==> src/sv/spq_pkg.sv <==
package spq_pkg;
	localparam int DefaultDepth = 32;
	localparam int HandleW = 16;
	localparam int KeyW = 32;
	localparam int PosW = 6;

	typedef enum logic [2:0] {
		FN_SORTED_INSERT = 3'd0,
		FN_INSERT_AT = 3'd1,
		FN_POP = 3'd2,
		FN_READ_AT = 3'd3,
		FN_REMOVE_AT = 3'd4,
		FN_FIND = 3'd5
	} func_t;

	typedef enum logic [2:0] {
		ST_OK = 3'd0,
		ST_EMPTY = 3'd1,
		ST_RANGE = 3'd2,
		ST_FULL = 3'd3,
		ST_NOTFOUND = 3'd4
	} status_t;

	// controller -> datapath
	typedef struct packed {
		logic load;     // capture the request and scan the chain
		logic shift_in; // open a slot at the target and write the entry
		logic shift_out;// close the slot at the target
		logic capture;  // latch the result registers
	} spq_cmd_t;

	// datapath -> controller
	typedef struct packed {
		logic is_insert;
		logic is_remove;
		logic ok;
	} spq_stat_t;
endpackage

==> src/sv/spq_ctrl.sv <==
module spq_ctrl (
	input  logic             clk,
	input  logic             arst_n,
	input  logic             in_fire,
	input  logic             out_fire,
	input  spq_pkg::spq_stat_t stat,
	output spq_pkg::spq_cmd_t  cmd,
	output logic             busy,
	output logic             out_valid
);
	import spq_pkg::*;

	typedef enum logic [1:0] {S_IDLE, S_EXEC, S_OUT} state_t;
	state_t state_q;

	always_comb begin
		cmd.load = in_fire;
		cmd.shift_in = (state_q == S_EXEC) && stat.ok && stat.is_insert;
		cmd.shift_out = (state_q == S_EXEC) && stat.ok && stat.is_remove;
		cmd.capture = (state_q == S_EXEC);
	end

	assign busy = (state_q != S_IDLE);

	always_ff @(posedge clk or negedge arst_n) begin
		if (!arst_n) begin
			state_q <= S_IDLE;
			out_valid <= 1'b0;
		end else begin
			unique case (state_q)
				S_IDLE: begin
					if (in_fire) state_q <= S_EXEC;
				end
				S_EXEC: begin
					state_q <= S_OUT;
					out_valid <= 1'b1;
				end
				S_OUT: begin
					if (out_fire) begin
						state_q <= S_IDLE;
						out_valid <= 1'b0;
					end
				end
				default: state_q <= S_IDLE;
			endcase
		end
	end

	a_out_state: assert property (@(posedge clk) disable iff (!arst_n)
		out_valid == (state_q == S_OUT)) else $error("out_valid mismatch");
	a_one_cmd: assert property (@(posedge clk) disable iff (!arst_n)
		!(cmd.shift_in && cmd.shift_out)) else $error("both shifts");
	a_exec_next: assert property (@(posedge clk) disable iff (!arst_n)
		state_q == S_EXEC |=> out_valid) else $error("exec not followed by out");
endmodule

==> config.mk <==
export PLATFORM = sky130hd
export DESIGN_NAME = spq_ctrl
export DESIGN_NICKNAME = d
export VERILOG_FILES = /design/src/sv/spq_pkg.sv /design/src/sv/spq_ctrl.sv
export SDC_FILE = /design/constraint.sdc
export NUM_CORES = 1
export LEC_CHECK = 0
export BUFFER_PORTS_ARGS = -buffer_cell sky130_fd_sc_hd__buf_4
export CAP_MARGIN = 20
export CORE_AREA = 2 2 39 41
export CTS_CLUSTER_DIAMETER = 50
export DETAILED_ROUTE_END_ITERATION = 12
export DIE_AREA = 0 0 41 43
export GPL_TIMING_DRIVEN = 1
export PLACE_DENSITY = 0.31
export SETUP_SLACK_MARGIN = 0.02
export SLEW_MARGIN = 30
export SYNTH_ARGS = -nofsm -noshare
export SYNTH_HDL_FRONTEND = slang
export SYNTH_SLANG_ARGS = --single-unit
==> constraint.sdc <==
create_clock -name clk -period 1.4 [get_ports clk]
set_input_delay 0.07 -clock clk [delete_from_list [all_inputs] [get_ports clk]]
set_output_delay 0.07 -clock clk [all_outputs]
set_load 0.02 [all_outputs]
== After elaboration in Yosys (flattened, before gate mapping) ==
Cells that the tools add are included.
W data, S select, Z words.

* Memories kept: 0
* Memory bits (read-only): 0
* Bits in registers: 3
* Output and inout bits: 6
* Logic and storage cells: 19
* Input port bits: 7
* Bits in latches: 0
* RAM bits: 0

* Order comparisons: 0
* Bitwise operators: 0
* Reductions and logical operators: 8
* $mul: 0
* Divide/modulo/power cells: 0
* Equality and inequality tests: 4
* Multiplexer cells: 5
* Shift-type cells: 0
* Add/subtract/negate cells: 0

{| class="wikitable"
|+ Operator list
! operator !! number
|-
| $pmux W2 S3 || 1
|-
| $mux W2 || 2
|-
| $ne A2 B2 Y1 const B || 2
|-
| $reduce_and A2 Y1 || 2
|-
| $reduce_bool A2 Y1 || 2
|-
| $logic_and A1 B1 Y1 || 3
|-
| $eq A2 B1 Y1 const B || 1
|-
| $eq A2 B2 Y1 const B || 1
|-
| $logic_not A2 Y1 || 1
|-
| $pmux W1 S2 || 1
|-
| $mux W1 || 1
|}

== Logic depth before layout (Yosys ltp) ==
* Word-level depth: 3
* Depth in mapped cells: 2
* Mapped depth without buffers: 2

== Worst setup path after synthesis ==
OpenSTA, ideal clock, no wires.

* Path type: register -> output
* Start point: reg state_q[1]
* End point: out cmd[1] (netlist name)
* Cell stages (with the launch flop): 3
* Required time: 1.330 ns
* Data arrival time: 0.896 ns
* Path buffers: 0
* Slack: 0.434 ns
* Cells stage by stage: dfrtp_1 > nor2b_4 > and3_1

{| class="wikitable"
|+ RTL lines
! item !! line !! text
|-
| start, declared || spq_ctrl.sv:14 || <nowiki>state_t state_q;</nowiki>
|-
| start signal, assigned || spq_ctrl.sv:27 || <nowiki>state_q <= S_IDLE;</nowiki>
|-
| start signal, assigned || spq_ctrl.sv:32 || <nowiki>if (in_fire) state_q <= S_EXEC;</nowiki>
|-
| start signal, assigned || spq_ctrl.sv:35 || <nowiki>state_q <= S_OUT;</nowiki>
|-
| end, declared || spq_ctrl.sv:7 || <nowiki>output spq_pkg::spq_cmd_t cmd,</nowiki>
|}

==> results_dict.tcl <==
set metrics [dict create \
    placed_cells 42 \
    port_buffers 12 \
    nets 39 \
    rows 14 \
    grt_use_total_pct 6.02 \
    setup_viol_count_final 0 \
    min_period_ps 1180 \
    maxCapViolations 0 \
    finClkSkew_ps 1.32 \
    stdcell_area_um2 295 \
    vias 166 \
    numCtsBuffers 3 \
    antenna_found_initial 0 \
    grt_max_degree 6 \
    crit_start "state_q[1]" \
    yosysTopAreaCellShare_pct 48.0 \
    seqPwrFrac_pct 28.5 \
    overflow 0 \
    synth.area.mux_share_pct 0 \
    fin_ws_ps 221 \
    timing.setup.tns_ps 0 \
    start_kind "flop" \
    worst-path-max-fanout 5 \
    maxClockFrequency_mhz 848 \
    netlist_area_um2 156 \
    fin_hold_ws_ps 67.2 \
    power_per_cell_area_nw_per_um2 1940 \
    dieHeight_um 43 \
    io_pins 13 \
    final-hold-violation-count 0 \
    status "finished, final reports clean" \
    synth-simple-area-share_pct 32.0 \
    antenna_left 0 \
    setup.worst_path.end "cmd[2]" \
    rsz0062_at_grt "false" \
    ff2ff_setup_slack_ps 500 \
    n_antenna_cell 0 \
    clock_path_buffers 2 \
    busiest_layer "met1" \
    synth.area.top_cells "dfrtp_1 48%, nor2b_4 8.8%, and3_1 8.0%" \
    critPathKind "reg2out" \
    combPwrFrac_pct 43.7 \
    fin_util_pct 21.3 \
    cts_resized 0 \
    yosys_warnings 0 \
    whs_path_depth 3 \
    coreArea_um2 1380 \
    layout_commonest_cell "buf_4" \
    synthXorXnorAreaFrac_pct 0 \
    synth_cells 15 \
    final_cell_mix "12 x buf_4, 3 x clkbuf_4, 3 x dfrtp_1" \
    fill_cells 148 \
    finalCritPeriodShare_pct 84.2 \
    grt.met1_usage_pct 7.05 \
    root_buffer "clkbuf_4" \
    seq_area_frac_synth_pct 48.0 \
    placed_cell_area_um2 259 \
    regArea_um2 75.1 \
    avgRoutedWirePerCell_um 8.77 \
    cts_tree "built" \
    crit_arrival_ps 1110 \
    synth.net_count 22 \
    die_w_um 41 \
    p_int_mw 0.363 \
    final_max_slew_viol_count 0 \
    post-place-ws_ps 474 \
    r2r-start "state_q[1]" \
    htree_levels 1 \
    syn_avg_cell_area_um2 10.4 \
    initial_core_util_pct 11.3 \
    power_mw 0.574 \
    dp_hpwl_um 302 \
    pwr-share-clk_pct 27.8 \
    met2_usage_pct 6.25 \
    slew_headroom_pct 86.9 \
    grt_pass1_wl_um 614 \
    die_area_um2 1760 \
    p_sw_mw 0.211 \
    ys_seq_elements 3 \
    synthAdderAreaFrac_pct 0 \
    hold_path.class "in2reg" \
    clk_pin_slew_worst_paths_ps 40 \
    wirelength_um 412 \
    synth_top_family_by_area "simple AND/OR/NAND/NOR gates" \
    grt_pass1_vias 157 \
    drt_iter0_markers 6 \
    post-route-drc-count 0 \
    post-cts-setup-buffers 0 \
    yosysTopAreaCell "dfrtp_1" \
    max_slew.worst_pin.slew_ps 197 \
    insertion_delay_ps 240 \
    switching_share_pct 36.7 \
    end_kind "output port" \
    worstPathRequired_ps 1330 \
    synth.distinct_cells 10 \
    synth_compound_area_share_pct 10.4 \
    drt_first_pass_iters 4 \
    clkSinkCount 3 \
    grt_use_met3_pct 6.28 \
    multi_input_area_um2 66.3 \
    hold_start "in_fire" \
    area_delta_synth_final_pct 88.8 \
    cts_hold_buffers 1 \
    worst_ir_drop_vdd_mv 0.397 \
    layout.cells.non_filler 47 \
    r2r_end "state_q[1]" \
    place_congestion 0.473 \
    leakagePower_nw 0.160 \
    vias_per_cell 3.53 \
    ff2ff_path_depth 2 \
    drive_gt1_share_pct 51.6 \
]
==> state kept, by name (all words and copies together), names as in the netlist <==
name	count
state_q	2
out_valid	1
==> critical path, stage by stage, from the launching register on <==
cell and delay, ps:
dfrtp_1 430, nor2b_4 150, and3_1 160, buf_4 130
==> logic make-up (layout without fill, tap and decap cells) <==
group,after synthesis,after routing
simple gates,7,7
flops,3,3
buf+inv,3,19
compound gates,2,2
==> cell type report <==
| type | instances | area share, % |
|---|---|---|
| multi-input combinational | 9 | 22.5 |
| tap | 16 | 6.78 |
| inverter | 2 | 2.54 |
| timing repair buffer | 13 | 33.9 |
| sequential | 3 | 25.4 |
| clock buffer | 4 | 8.90 |
==> per-layer routing <==
metal	wire length (um)	up-vias	part of all wire (%)
li1	-	80	-
met1	178	69	43
met2	149	17	36
met3	85	0	21
met4	0	0	0
met5	0	-	0
==> Yosys cell counts <==
cell and count:
a21boi_0 1, nor2_1 1, and3_1 2, nor2b_4 1, buf_4 1, or2_1 2
nor3b_1 1, inv_1 2, a2bb2oi_1 1, dfrtp_1 3
==> power groups by stage <==
stage / combinational, mW / sequential, mW / clock [mW]
after floorplan: 0.136 / 0.175 / 0
after global placement: 0.248 / 0.165 / 0
after detailed placement: 0.250 / 0.162 / 0
after CTS: 0.253 / 0.162 / 0.166
after global routing: 0.270 / 0.170 / 0.184
final: 0.251 / 0.163 / 0.160
==> worst min path at each step <==
stage	end	slack, ps
3_3_place_gp	state_q[1]	-140
3_5_place_dp	state_q[1]	-140
6_report	state_q[0]	70
2_1_floorplan	out_valid	-230
4_1_cts	state_q[0]	60
5_1_grt	state_q[0]	70
(Power assumes the default switching activity.)
